### src/hdl/ppk_pkg.sv
`timescale 1ns / 1ps
// ----------------------------------------------------------------------------
// ppk_pkg: shared types and constants of the palette index bit packer
// Word and field widths, register indexes, the front-to-back item record,
// the result record and the entry-width helpers.
// ----------------------------------------------------------------------------
package ppk_pkg;

    localparam int WORD_BITS  = 64;
    localparam int BITS_W     = 7;    // entry width, 1..64
    localparam int CNT_W      = 7;    // entries in one word, 1..64
    localparam int DONE_W     = 13;   // entries done in a stream
    localparam int PSIZE_W    = 17;
    localparam int MINB_W     = 5;
    localparam int CFG_DATA_W = 17;
    localparam int CFG_IDX_W  = 2;

    localparam int DEFAULT_MAX_BITS    = 16;
    localparam int DEFAULT_MAX_ENTRIES = 4096;

    localparam logic [DONE_W-1:0] DONE_SAT = {DONE_W{1'b1}};

    localparam logic [CFG_IDX_W-1:0] REG_MODE         = 2'd0;
    localparam logic [CFG_IDX_W-1:0] REG_PALETTE_SIZE = 2'd1;
    localparam logic [CFG_IDX_W-1:0] REG_MIN_BITS     = 2'd2;
    localparam logic [CFG_IDX_W-1:0] REG_ENTRY_COUNT  = 2'd3;

    localparam logic MODE_PACK   = 1'b0;
    localparam logic MODE_UNPACK = 1'b1;

    // One classified item, handed from the front end to the back end
    typedef struct packed {
        logic                 unpack;     // 1: unpack a word, 0: pack an index
        logic [WORD_BITS-1:0] data;
        logic [BITS_W-1:0]    bits;       // entry width of the stream
        logic [BITS_W-1:0]    ofs;        // pack: bit offset of the slot
        logic                 flush;      // pack: word goes out after this index
        logic [CNT_W-1:0]     n;          // unpack: indices to emit, >= 1
        logic                 end_flag;   // final result closes the stream
        logic                 short_flag; // unpack: stream ended early
    } ppk_item_t;

    typedef struct packed {
        logic [WORD_BITS-1:0] data;
        logic                 run_last;
        logic                 stream_end;
        logic                 short_input;
    } ppk_result_t;

    // Entries per 64-bit word for a given entry width
    function automatic logic [CNT_W-1:0] epw_for(input logic [BITS_W-1:0] b);
        logic [CNT_W-1:0] r;
        if (b <= 7'd1)       r = 7'd64;
        else if (b == 7'd2)  r = 7'd32;
        else if (b == 7'd3)  r = 7'd21;
        else if (b == 7'd4)  r = 7'd16;
        else if (b == 7'd5)  r = 7'd12;
        else if (b == 7'd6)  r = 7'd10;
        else if (b == 7'd7)  r = 7'd9;
        else if (b == 7'd8)  r = 7'd8;
        else if (b == 7'd9)  r = 7'd7;
        else if (b == 7'd10) r = 7'd6;
        else if (b <= 7'd12) r = 7'd5;
        else if (b <= 7'd16) r = 7'd4;
        else if (b <= 7'd21) r = 7'd3;
        else if (b <= 7'd32) r = 7'd2;
        else                 r = 7'd1;
        return r;
    endfunction

    // Low-order mask of b ones; a width of 64 gives all ones
    function automatic logic [WORD_BITS-1:0] entry_mask(input logic [BITS_W-1:0] b);
        return ~({WORD_BITS{1'b1}} << b);
    endfunction

endpackage

### src/hdl/ppk_fifo.sv
`timescale 1ns / 1ps
// ----------------------------------------------------------------------------
// ppk_fifo: small register queue
// Flop-based first-in first-out buffer; push only when not full, pop only
// when not empty. Head is shown combinationally from the stored entries.
// ----------------------------------------------------------------------------
module ppk_fifo #(
    parameter int WIDTH = 8,
    parameter int DEPTH = 2
) (
    input  logic             clk,
    input  logic             rst_n,
    input  logic             wr_en,
    input  logic [WIDTH-1:0] wr_data,
    input  logic             rd_en,
    output logic [WIDTH-1:0] rd_data,
    output logic             full,
    output logic             empty
);

    localparam int PTR_W = (DEPTH > 1) ? $clog2(DEPTH) : 1;
    localparam int CNT_W = $clog2(DEPTH + 1);

    logic [WIDTH-1:0] mem_reg [DEPTH];
    logic [PTR_W-1:0] wr_ptr_reg, wr_ptr_next;
    logic [PTR_W-1:0] rd_ptr_reg, rd_ptr_next;
    logic [CNT_W-1:0] count_reg, count_next;
    logic             do_wr, do_rd;

    assign full    = (count_reg == CNT_W'(DEPTH));
    assign empty   = (count_reg == '0);
    assign do_wr   = wr_en && !full;
    assign do_rd   = rd_en && !empty;
    assign rd_data = mem_reg[rd_ptr_reg];

    always_comb
    begin
        wr_ptr_next = wr_ptr_reg;
        rd_ptr_next = rd_ptr_reg;
        count_next  = count_reg;
        if (do_wr)
        begin
            wr_ptr_next = (wr_ptr_reg == PTR_W'(DEPTH - 1)) ? '0 : wr_ptr_reg + 1'b1;
        end
        if (do_rd)
        begin
            rd_ptr_next = (rd_ptr_reg == PTR_W'(DEPTH - 1)) ? '0 : rd_ptr_reg + 1'b1;
        end
        if (do_wr && !do_rd)
        begin
            count_next = count_reg + 1'b1;
        end
        else if (do_rd && !do_wr)
        begin
            count_next = count_reg - 1'b1;
        end
    end

    always_ff @(posedge clk or negedge rst_n)
    begin
        if (!rst_n)
        begin
            wr_ptr_reg <= '0;
            rd_ptr_reg <= '0;
            count_reg  <= '0;
        end
        else
        begin
            wr_ptr_reg <= wr_ptr_next;
            rd_ptr_reg <= rd_ptr_next;
            count_reg  <= count_next;
        end
    end

    always_ff @(posedge clk)
    begin
        if (do_wr)
        begin
            mem_reg[wr_ptr_reg] <= wr_data;
        end
    end

endmodule

### src/hdl/ppk_front.sv
`timescale 1ns / 1ps
// ----------------------------------------------------------------------------
// ppk_front: configuration registers and item classification
// Holds the registers, latches the entry width at stream start, tracks slot
// offset and entries done, and turns each item into a queue record.
// ----------------------------------------------------------------------------
module ppk_front
    import ppk_pkg::*;
#(
    parameter int MAX_BITS    = DEFAULT_MAX_BITS,
    parameter int MAX_ENTRIES = DEFAULT_MAX_ENTRIES
) (
    input  logic                  clk,
    input  logic                  rst_n,
    input  logic                  cfg_we,
    input  logic [CFG_IDX_W-1:0]  cfg_index,
    input  logic [CFG_DATA_W-1:0] cfg_data,
    input  logic                  accept,
    input  logic [WORD_BITS-1:0]  data_in,
    input  logic                  stream_last,
    output logic                  q_push,
    output ppk_item_t             q_item,
    output logic                  clear
);

    logic                 mode_reg;
    logic [PSIZE_W-1:0]   psize_reg;
    logic [MINB_W-1:0]    minb_reg;
    logic [DONE_W-1:0]    ecount_reg;
    logic [BITS_W-1:0]    bits_reg;
    logic [CNT_W-1:0]     epw_reg;
    logic [BITS_W-1:0]    ofs_reg, ofs_next;
    logic [DONE_W-1:0]    done_reg, done_next;

    logic [PSIZE_W-1:0]   ps_m1;
    logic [BITS_W-1:0]    clog;
    logic [BITS_W-1:0]    bits_new;
    logic                 start;
    logic [BITS_W-1:0]    bits_cur;
    logic [CNT_W-1:0]     epw_cur;
    logic [BITS_W:0]      sum;
    logic [BITS_W:0]      sum2;
    logic [DONE_W-1:0]    target;
    logic [DONE_W-1:0]    rem;

    assign clear = cfg_we && (cfg_index == REG_MODE) && (cfg_data[0] != mode_reg);

    // Entry width from the registers: max(ceil(log2 size), min_bits), capped
    always_comb
    begin
        ps_m1 = psize_reg - 1'b1;
        clog  = '0;
        if (psize_reg > PSIZE_W'(1))
        begin
            for (int i = 0; i < PSIZE_W; i++)
            begin
                if (ps_m1[i])
                begin
                    clog = BITS_W'(i + 1);
                end
            end
        end
        bits_new = clog;
        if (bits_new < BITS_W'(minb_reg))
        begin
            bits_new = BITS_W'(minb_reg);
        end
        if (bits_new > BITS_W'(MAX_BITS))
        begin
            bits_new = BITS_W'(MAX_BITS);
        end
        if (bits_new == '0)
        begin
            bits_new = BITS_W'(1);
        end
    end

    assign start    = (ofs_reg == '0) && (done_reg == '0);
    assign bits_cur = start ? bits_new : bits_reg;
    assign epw_cur  = start ? epw_for(bits_new) : epw_reg;
    assign target   = (32'(ecount_reg) > MAX_ENTRIES) ? DONE_W'(MAX_ENTRIES) : ecount_reg;
    assign rem      = target - done_reg;

    always_comb
    begin
        sum  = {1'b0, ofs_reg} + {1'b0, bits_cur};
        sum2 = sum + {1'b0, bits_cur};

        q_item            = '0;
        q_item.unpack     = mode_reg;
        q_item.data       = data_in;
        q_item.bits       = bits_cur;
        q_item.ofs        = ofs_reg;
        q_push            = 1'b0;
        ofs_next          = ofs_reg;
        done_next         = done_reg;

        if (mode_reg == MODE_PACK)
        begin
            q_push       = accept;
            // next slot would not fit: word is full
            q_item.flush    = (sum2 > (BITS_W + 1)'(WORD_BITS)) || stream_last;
            q_item.end_flag = stream_last;
            if (accept)
            begin
                ofs_next = q_item.flush ? '0 : sum[BITS_W-1:0];
                if (stream_last)
                begin
                    done_next = '0;
                end
                else if (done_reg != DONE_SAT)
                begin
                    done_next = done_reg + 1'b1;
                end
            end
        end
        else
        begin
            // zero entry count: item is taken and dropped
            q_push = accept && (target != '0);
            if (done_reg >= target)
            begin
                // count lowered mid-stream: one index closes it
                q_item.n        = CNT_W'(1);
                q_item.end_flag = 1'b1;
                done_next       = '0;
            end
            else if (rem <= DONE_W'(epw_cur))
            begin
                q_item.n        = rem[CNT_W-1:0];
                q_item.end_flag = 1'b1;
                done_next       = '0;
            end
            else
            begin
                q_item.n = epw_cur;
                if (stream_last)
                begin
                    q_item.end_flag   = 1'b1;
                    q_item.short_flag = 1'b1;
                    done_next         = '0;
                end
                else
                begin
                    done_next = done_reg + DONE_W'(epw_cur);
                end
            end
            if (!q_push)
            begin
                done_next = done_reg;
            end
        end
    end

    always_ff @(posedge clk or negedge rst_n)
    begin
        if (!rst_n)
        begin
            mode_reg   <= MODE_PACK;
            psize_reg  <= PSIZE_W'(1);
            minb_reg   <= MINB_W'(4);
            ecount_reg <= DONE_W'(4096);
            ofs_reg    <= '0;
            done_reg   <= '0;
        end
        else
        begin
            if (cfg_we)
            begin
                case (cfg_index)
                    REG_MODE:         mode_reg   <= cfg_data[0];
                    REG_PALETTE_SIZE: psize_reg  <= cfg_data[PSIZE_W-1:0];
                    REG_MIN_BITS:     minb_reg   <= cfg_data[MINB_W-1:0];
                    REG_ENTRY_COUNT:  ecount_reg <= cfg_data[DONE_W-1:0];
                    default:          ;
                endcase
            end
            if (clear)
            begin
                ofs_reg  <= '0;
                done_reg <= '0;
            end
            else
            begin
                ofs_reg  <= ofs_next;
                done_reg <= done_next;
            end
        end
    end

    // width is latched on the first item of a stream
    always_ff @(posedge clk)
    begin
        if (accept && start)
        begin
            bits_reg <= bits_new;
            epw_reg  <= epw_for(bits_new);
        end
    end

endmodule

### src/hdl/ppk_back.sv
`timescale 1ns / 1ps
// ----------------------------------------------------------------------------
// ppk_back: pack accumulator and unpack slot sequencer
// Packs indices into the accumulator, or walks a word one slot per cycle while
// the output queue has room, and writes results into the output queue.
// ----------------------------------------------------------------------------
module ppk_back
    import ppk_pkg::*;
(
    input  logic        clk,
    input  logic        rst_n,
    input  logic        clear,
    input  logic        q_empty,
    input  ppk_item_t   q_head,
    output logic        q_pop,
    input  logic        o_full,
    output logic        o_push,
    output ppk_result_t o_res
);

    logic                 busy_reg, busy_next;
    logic [WORD_BITS-1:0] acc_reg, acc_next;
    logic [WORD_BITS-1:0] word_reg, word_next;
    logic [CNT_W-1:0]     cnt_reg, cnt_next;
    logic [BITS_W-1:0]    bits_reg, bits_next;
    logic                 end_reg, end_next;
    logic                 short_reg, short_next;

    logic                 final_res;
    logic [WORD_BITS-1:0] packed_val;

    always_comb
    begin
        busy_next  = busy_reg;
        acc_next   = acc_reg;
        word_next  = word_reg;
        cnt_next   = cnt_reg;
        bits_next  = bits_reg;
        end_next   = end_reg;
        short_next = short_reg;
        q_pop      = 1'b0;
        o_push     = 1'b0;
        o_res      = '0;
        final_res  = 1'b0;
        packed_val = acc_reg | ((q_head.data & entry_mask(q_head.bits)) << q_head.ofs);

        if (busy_reg)
        begin
            if (!o_full)
            begin
                final_res         = (cnt_reg == CNT_W'(1));
                o_push            = 1'b1;
                o_res.data        = word_reg & entry_mask(bits_reg);
                o_res.run_last    = final_res;
                o_res.stream_end  = final_res && end_reg;
                o_res.short_input = final_res && short_reg;
                word_next         = word_reg >> bits_reg;
                cnt_next          = cnt_reg - 1'b1;
                busy_next         = !final_res;
            end
        end
        else if (!q_empty && !o_full)
        begin
            q_pop = 1'b1;
            if (q_head.unpack)
            begin
                final_res         = (q_head.n == CNT_W'(1));
                o_push            = 1'b1;
                o_res.data        = q_head.data & entry_mask(q_head.bits);
                o_res.run_last    = final_res;
                o_res.stream_end  = final_res && q_head.end_flag;
                o_res.short_input = final_res && q_head.short_flag;
                busy_next         = !final_res;
                word_next         = q_head.data >> q_head.bits;
                cnt_next          = q_head.n - 1'b1;
                bits_next         = q_head.bits;
                end_next          = q_head.end_flag;
                short_next        = q_head.short_flag;
            end
            else if (q_head.flush)
            begin
                o_push           = 1'b1;
                o_res.data       = packed_val;
                o_res.run_last   = 1'b1;
                o_res.stream_end = q_head.end_flag;
                acc_next         = '0;
            end
            else
            begin
                acc_next = packed_val;
            end
        end

        if (clear)
        begin
            acc_next = '0;
        end
    end

    always_ff @(posedge clk or negedge rst_n)
    begin
        if (!rst_n)
        begin
            busy_reg <= 1'b0;
            acc_reg  <= '0;
        end
        else
        begin
            busy_reg <= busy_next;
            acc_reg  <= acc_next;
        end
    end

    always_ff @(posedge clk)
    begin
        word_reg  <= word_next;
        cnt_reg   <= cnt_next;
        bits_reg  <= bits_next;
        end_reg   <= end_next;
        short_reg <= short_next;
    end

endmodule

### src/hdl/palette_index_bit_packer.sv
`timescale 1ns / 1ps
// ----------------------------------------------------------------------------
// palette_index_bit_packer: fixed-width palette index packer / unpacker
// Packs indices into 64-bit words with no entry spanning two words, or
// unpacks words back into indices, with stream end and short flags.
// ----------------------------------------------------------------------------
// Path: a taken item is registered in the item queue and its results in the
//   result queue before the first of them shows on the output.
// Throughput: pack mode takes one item per cycle unless the item queue is full;
//   unpack mode gives one index per cycle unless the result queue is full.
// Reset: rst_n clears both queues, stream state and the accumulator at once,
//   and returns the registers to pack, size 1, min 4 bits, count 4096.
// ----------------------------------------------------------------------------
module palette_index_bit_packer
    import ppk_pkg::*;
#(
    parameter int MAX_BITS    = DEFAULT_MAX_BITS,
    parameter int MAX_ENTRIES = DEFAULT_MAX_ENTRIES
) (
    input  logic                  clk,
    input  logic                  rst_n,
    // configuration
    input  logic                  cfg_we,
    input  logic [CFG_IDX_W-1:0]  cfg_index,
    input  logic [CFG_DATA_W-1:0] cfg_data,
    // input items
    input  logic                  push,
    output logic                  full,
    input  logic [WORD_BITS-1:0]  data_in,
    input  logic                  stream_last,
    // results
    output logic                  empty,
    input  logic                  pop,
    output logic [WORD_BITS-1:0]  data_out,
    output logic                  run_last,
    output logic                  stream_end,
    output logic                  short_input
);

    // Front end -> item queue
    logic        accept;
    logic        q_push;
    ppk_item_t   q_item;
    logic        clear;

    // Item queue -> back end
    logic        q_empty;
    logic        q_pop;
    ppk_item_t   q_head;

    // Back end -> result queue
    logic        o_full;
    logic        o_push;
    ppk_result_t o_res;
    ppk_result_t o_head;

    // An item is taken whenever the item queue has room; the front end
    // decides whether it produces a queue record (a zero entry count in
    // unpack mode drops it).
    assign accept = push && !full;

    ppk_front #(
        .MAX_BITS    (MAX_BITS),
        .MAX_ENTRIES (MAX_ENTRIES)
    ) u_front (
        .clk         (clk),
        .rst_n       (rst_n),
        .cfg_we      (cfg_we),
        .cfg_index   (cfg_index),
        .cfg_data    (cfg_data),
        .accept      (accept),
        .data_in     (data_in),
        .stream_last (stream_last),
        .q_push      (q_push),
        .q_item      (q_item),
        .clear       (clear)
    );

    // Two-entry queue between classification and execution: the front keeps
    // taking items while the back end walks a multi-index word.
    ppk_fifo #(
        .WIDTH ($bits(ppk_item_t)),
        .DEPTH (2)
    ) u_item_q (
        .clk     (clk),
        .rst_n   (rst_n),
        .wr_en   (q_push),
        .wr_data (q_item),
        .rd_en   (q_pop),
        .rd_data (q_head),
        .full    (full),
        .empty   (q_empty)
    );

    ppk_back u_back (
        .clk     (clk),
        .rst_n   (rst_n),
        .clear   (clear),
        .q_empty (q_empty),
        .q_head  (q_head),
        .q_pop   (q_pop),
        .o_full  (o_full),
        .o_push  (o_push),
        .o_res   (o_res)
    );

    // Result queue decouples the back end from a stalled consumer.
    ppk_fifo #(
        .WIDTH ($bits(ppk_result_t)),
        .DEPTH (2)
    ) u_res_q (
        .clk     (clk),
        .rst_n   (rst_n),
        .wr_en   (o_push),
        .wr_data (o_res),
        .rd_en   (pop),
        .rd_data (o_head),
        .full    (o_full),
        .empty   (empty)
    );

    assign data_out    = o_head.data;
    assign run_last    = o_head.run_last;
    assign stream_end  = o_head.stream_end;
    assign short_input = o_head.short_input;

endmodule

### config.mk
export PLATFORM = sky130hd
export DESIGN_NAME = palette_index_bit_packer
export DESIGN_NICKNAME = d
export VERILOG_FILES = /design/src/hdl/ppk_pkg.sv /design/src/hdl/ppk_fifo.sv /design/src/hdl/ppk_front.sv /design/src/hdl/ppk_back.sv /design/src/hdl/palette_index_bit_packer.sv
export SDC_FILE = /design/constraint.sdc
export NUM_CORES = 2
export LEC_CHECK = 0
export BUFFER_PORTS_ARGS = -buffer_cell sky130_fd_sc_hd__buf_2
export CAP_MARGIN = 30
export CORE_UTILIZATION = 28
export DETAILED_ROUTE_END_ITERATION = 6
export PLACE_DENSITY_LB_ADDON = 0.05
export SETUP_SLACK_MARGIN = 0.02
export SYNTH_ARGS = -nofsm -noshare
export SYNTH_HDL_FRONTEND = slang
export SYNTH_SLANG_ARGS = --single-unit
### constraint.sdc
create_clock -name clk -period 8.9 [get_ports clk]
set_clock_uncertainty 0.2 [all_clocks]
set_input_delay 1.335 -clock clk [delete_from_list [all_inputs] [get_ports clk]]
set_output_delay 1.335 -clock clk [all_outputs]
set_load 0.02 [all_outputs]
==> qor.tcl <==
set qor(critical_path.endpoint_type) {register}
set qor(synth-edff-count) 398
set qor(dieWidth_um) 355
set qor(yosys.area_share.adder_pct) 2.13
set qor(worst-path-max-fanout) 16
set qor(cell_at_the_root_of_the_clock_tree) {clkbuf_16}
set qor(power.leakage_nw) 15.2
set qor(cts.sinks) 527
set qor(wl_um) 134000
set qor(synth.top_cells.by_area) {edfxtp_1, dfrtp_1, mux2i_1, mux2_2, nand2_1}
set qor(area_delta_synth_final_pct) 14.0
set qor(detail_route.wl_per_cell_um) 25.0
set qor(mappedNetlistNets) 3754
set qor(worstMarginPinSlew_ns) 1.05
set qor(hold_path_startpoint) {u_back.acc_reg[52]}
set qor(post-cts-setup-buffers) 0
set qor(gr-total-overflow) 0
set qor(compound_gate_fraction_of_synth_area_pct) 18.4
set qor(total_switching_power_mw) 7.93
set qor(power.internal_mw) 8.42
set qor(synth.area.mux_share_pct) 16.1
set qor(whs_endpoint) {u_back.acc_reg[52]}
set qor(drt_drc_violations_left) 0
set qor(run_status) {finished, final reports clean}
set qor(dp_cells) 5215
set qor(die_h_um) 355
set qor(stdcell_area_mm2) 0.0397
set qor(synth_async_sr_flop_share_pct) 24.5
set qor(clk-insertion-delay-late_ns) 0.66
set qor(hold-path-cell-count) 2
set qor(antenna_found_initial) 12
set qor(swShare_pct) 48.5
set qor(coreArea_mm2) 0.124
set qor(floorplan.rows) 129
set qor(critical-path-top-cell-by-count) {o21a_1}
set qor(r2r_setup_slack_ns) 0.64
set qor(setup_violations) 0
set qor(maximum_capacitance_violations) 0
set qor(worst_r2r_startpoint) {u_front.psize_reg[1]}
set qor(achievable-frequency_mhz) 121
set qor(synth.lib_cells_used.distinct) 94
set qor(post_syn_instances) 3608
set qor(detailedRoute.firstIterationViolations) 2409
set qor(grt_pass1_vias) 28515
set qor(synth_flop_cell) {edfxtp_1}
set qor(numCtsBuffers) 71
set qor(clock_tree.buffer_depth) 3
set qor(slowest_delay_ns) 0.57
set qor(num_io_pins) 158
set qor(ys_ff_latch) 527
set qor(detailedPlacementHpwl_um) 99100
set qor(fin_crit_sh_pct) 92.8
set qor(synth.cell_area_mm2) 0.0348
set qor(drt-vias-per-instance) 5.45
set qor(seqPwrFrac_pct) 26.0
set qor(number_of_flip_flops_under_the_largest_register_name) 174
set qor(design.die.area_mm2) 0.126
set qor(min-delay-path-class) {reg -> reg}
set qor(vdd_ir_drop_max_mv) 0.193
set qor(port_buffers) 157
set qor(tritoncts) {yes}
set qor(grt_pass1_wl_um) 197000
set qor(synthDominantAreaCellType) {edfxtp_1}
set qor(worst_slew_margin_rel_pct) 29.8
set qor(rr_worst_depth) 29
set qor(first_pass_iters) 5
set qor(critPathKind) {reg -> reg}
set qor(hold_slack_ns) 0.297
set qor(setup.worst_path.start_class) {register}
set qor(fin_setup_tns_ns) 0
set qor(worst_path_max_delay_cell) {or4b_4}
set qor(post_layout_util_pct) 32.1
set qor(placed_area_mm2) 0.0374
set qor(syn_area_per_cell_um2) 9.66
set qor(detailroute.via_count) 29151
set qor(slew_violations) 0
set qor(final_nets) 3798
set qor(path_clk_slew_ns) 0.05
set qor(finalHoldViolCount) 0
set qor(layout-drive-gt1-share_pct) 16.8
set qor(sequential_to_total_area_share_from_yosys_stat_pct) 43.6
set qor(largest_family_of_logic_cells_by_synthesized_area) {compound AO/OA/AOI/OAI gates}
set qor(antenna_violating_nets_post_route) 0
set qor(fin_cells) 5347
set qor(h-tree-depth) 3
set qor(post_synthesis_share_of_cell_area_spent_on_and_or_nand_and_nor_gates_pct) 14.9
set qor(p_clk_share_pct) 17.6
set qor(synthXorXnorAreaFrac_pct) 1.22
set qor(comb_power_share_pct) 56.4
set qor(groute.usage.overall_pct) 20.8
set qor(ys_warn_count) 0
set qor(reg2reg_to) {u_item_q.mem_reg[1][2]}
set qor(p_per_area_mw_per_mm2) 412
set qor(grt_start_max_net_pins) 94
set qor(start_util_pct) 28.2
set qor(cp.arrival_ns) 8.52
set qor(share_of_the_synthesized_area_in_the_top_cell_type_pct) 34.3
set qor(final_period_minus_worst_setup_slack_ns) 8.26
set qor(timing.critical_path.required_ns) 9.16
set qor(setup_repair_after_global_routing_missed_its_margin) {no}
set qor(gp_routability_congestion) 0.886
==> power by group through the flow <==
stage | Combinational, mW | Sequential [mW] | Clock (mW)
2_1_floorplan | 6.00 | 4.07 | 0
3_3_place_gp | 9.12 | 4.27 | 0
3_5_place_dp | 9.12 | 4.29 | 0
4_1_cts | 9.17 | 4.25 | 2.98
5_1_grt | 9.97 | 4.35 | 3.07
6_report | 9.23 | 4.25 | 2.88
==> kinds of logic after synthesis <==
| family | Yosys count |
|---|---|
| simple gates | 1156 |
| compound gates | 1017 |
| flops | 527 |
| mux | 473 |
| buf+inv | 331 |
| fa+ha+maj | 57 |
| xor+xnor | 47 |
==> layout by cell type (no fill, tap or decap), types with 37 or more instances in the layout <==
| cell type | synthesis | routed |
|---|---|---|
| nand2_1 | 443 | 443 |
| edfxtp_1 | 398 | 398 |
| nor2_1 | 355 | 353 |
| o21ai_0 | 297 | 295 |
| a21oi_1 | 260 | 259 |
| mux2i_1 | 233 | 224 |
| mux2_2 | 188 | 188 |
| buf_2 | 27 | 157 |
| dfrtp_1 | 126 | 123 |
| nand3_1 | 80 | 80 |
| clkbuf_16 | 0 | 72 |
| inv_1 | 70 | 70 |
| buf_4 | 0 | 64 |
| o211ai_1 | 58 | 58 |
| nor2b_1 | 55 | 54 |
| a211oi_1 | 55 | 54 |
| nor3_1 | 53 | 53 |
| ha_1 | 53 | 53 |
| mux4_2 | 49 | 49 |
| and2_1 | 38 | 37 |
==> worst max-delay path by stage <==
| stage | from | endpoint | slack, ns | depth (start not counted) |
|---|---|---|---|---|
| 2_1_floorplan | u_front.psize_reg[1] | u_front.ofs_reg[5] | 1.44 | 34 |
| 3_3_place_gp | u_front.psize_reg[1] | u_front.ofs_reg[5] | 0.47 | 32 |
| 3_5_place_dp | u_front.psize_reg[1] | u_front.ofs_reg[5] | 0.29 | 32 |
| 4_1_cts | u_front.psize_reg[1] | u_front.ofs_reg[5] | 0.26 | 32 |
| 5_1_grt | u_front.psize_reg[1] | u_front.ofs_reg[5] | 0.07 | 34 |
| 6_report | u_front.psize_reg[1] | u_item_q.mem_reg[1][2] | 0.64 | 29 |
==> synthesized netlist by cell type (10+ instances only) <==
cell	number
nand2_1	443
edfxtp_1	398
nor2_1	355
o21ai_0	297
a21oi_1	260
mux2i_1	233
mux2_2	188
clkbuf_1	178
dfrtp_1	126
nand3_1	80
inv_1	70
o211ai_1	58
a211oi_1	55
nor2b_1	55
ha_1	53
nor3_1	53
buf_1	49
mux4_2	49
and2_1	38
a21boi_0	32
xnor2_1	31
a31oi_1	30
o22ai_1	29
a21o_1	27
buf_2	27
o21bai_1	26
a311oi_1	24
nand2b_1	23
nor4_1	20
o21a_1	18
and3_1	17
nand4_1	17
a22oi_1	16
o221ai_1	16
xor2_1	15
a32o_1	13
a221oi_1	11
o22a_1	10
o311ai_0	10
o31ai_1	10
or3_1	10
==> metrics by stage <==
stage | total power, mW | setup WS (ns)
final | 16.4 | 0.638
after CTS | 16.4 | 0.261
after detailed placement | 13.4 | 0.291
after global placement | 13.4 | 0.472
after global routing | 17.4 | 0.0653
after floorplan | 10.1 | 1.44
==> metal layers <==
metal | global-route usage, % | vias up | part of all wire (%)
li1 | - | 13567 | -
met1 | 31.4 | 14529 | 50
met2 | 31.2 | 927 | 43
met3 | 2.81 | 128 | 5.2
met4 | 4.60 | 0 | 1.6
met5 | 0 | - | 0
==> worst max-delay path: cells and delay by family (launching register included) <==
kind	cells	cell delay, ns
and+or+nand+nor	5	1.95
DFF	1	0.49
adders and majority gates	3	0.93
muxes	1	0.25
buffers and inverters	1	0.12
AOI/OAI and AO/OA	19	4.10
==> layout make-up <==
| class | instances | area (um2) |
|---|---|---|
| tap | 1637 | 2050 |
| sequential | 527 | 15200 |
| timing repair buffer | 226 | 1360 |
| inverter | 76 | 285 |
| fill | 12886 | 83900 |
| antenna | 3 | 7.51 |
| clock buffer | 96 | 1920 |
| multi-input combinational | 2750 | 18500 |
| clock inverter | 32 | 367 |
==> what timing repair did <==
item,in CTS,in global routing
resized for setup,0,8
hold buffers,0,0
setup endpoints to repair,0,34
No activity file was read; power rests on OpenSTA's default activity.
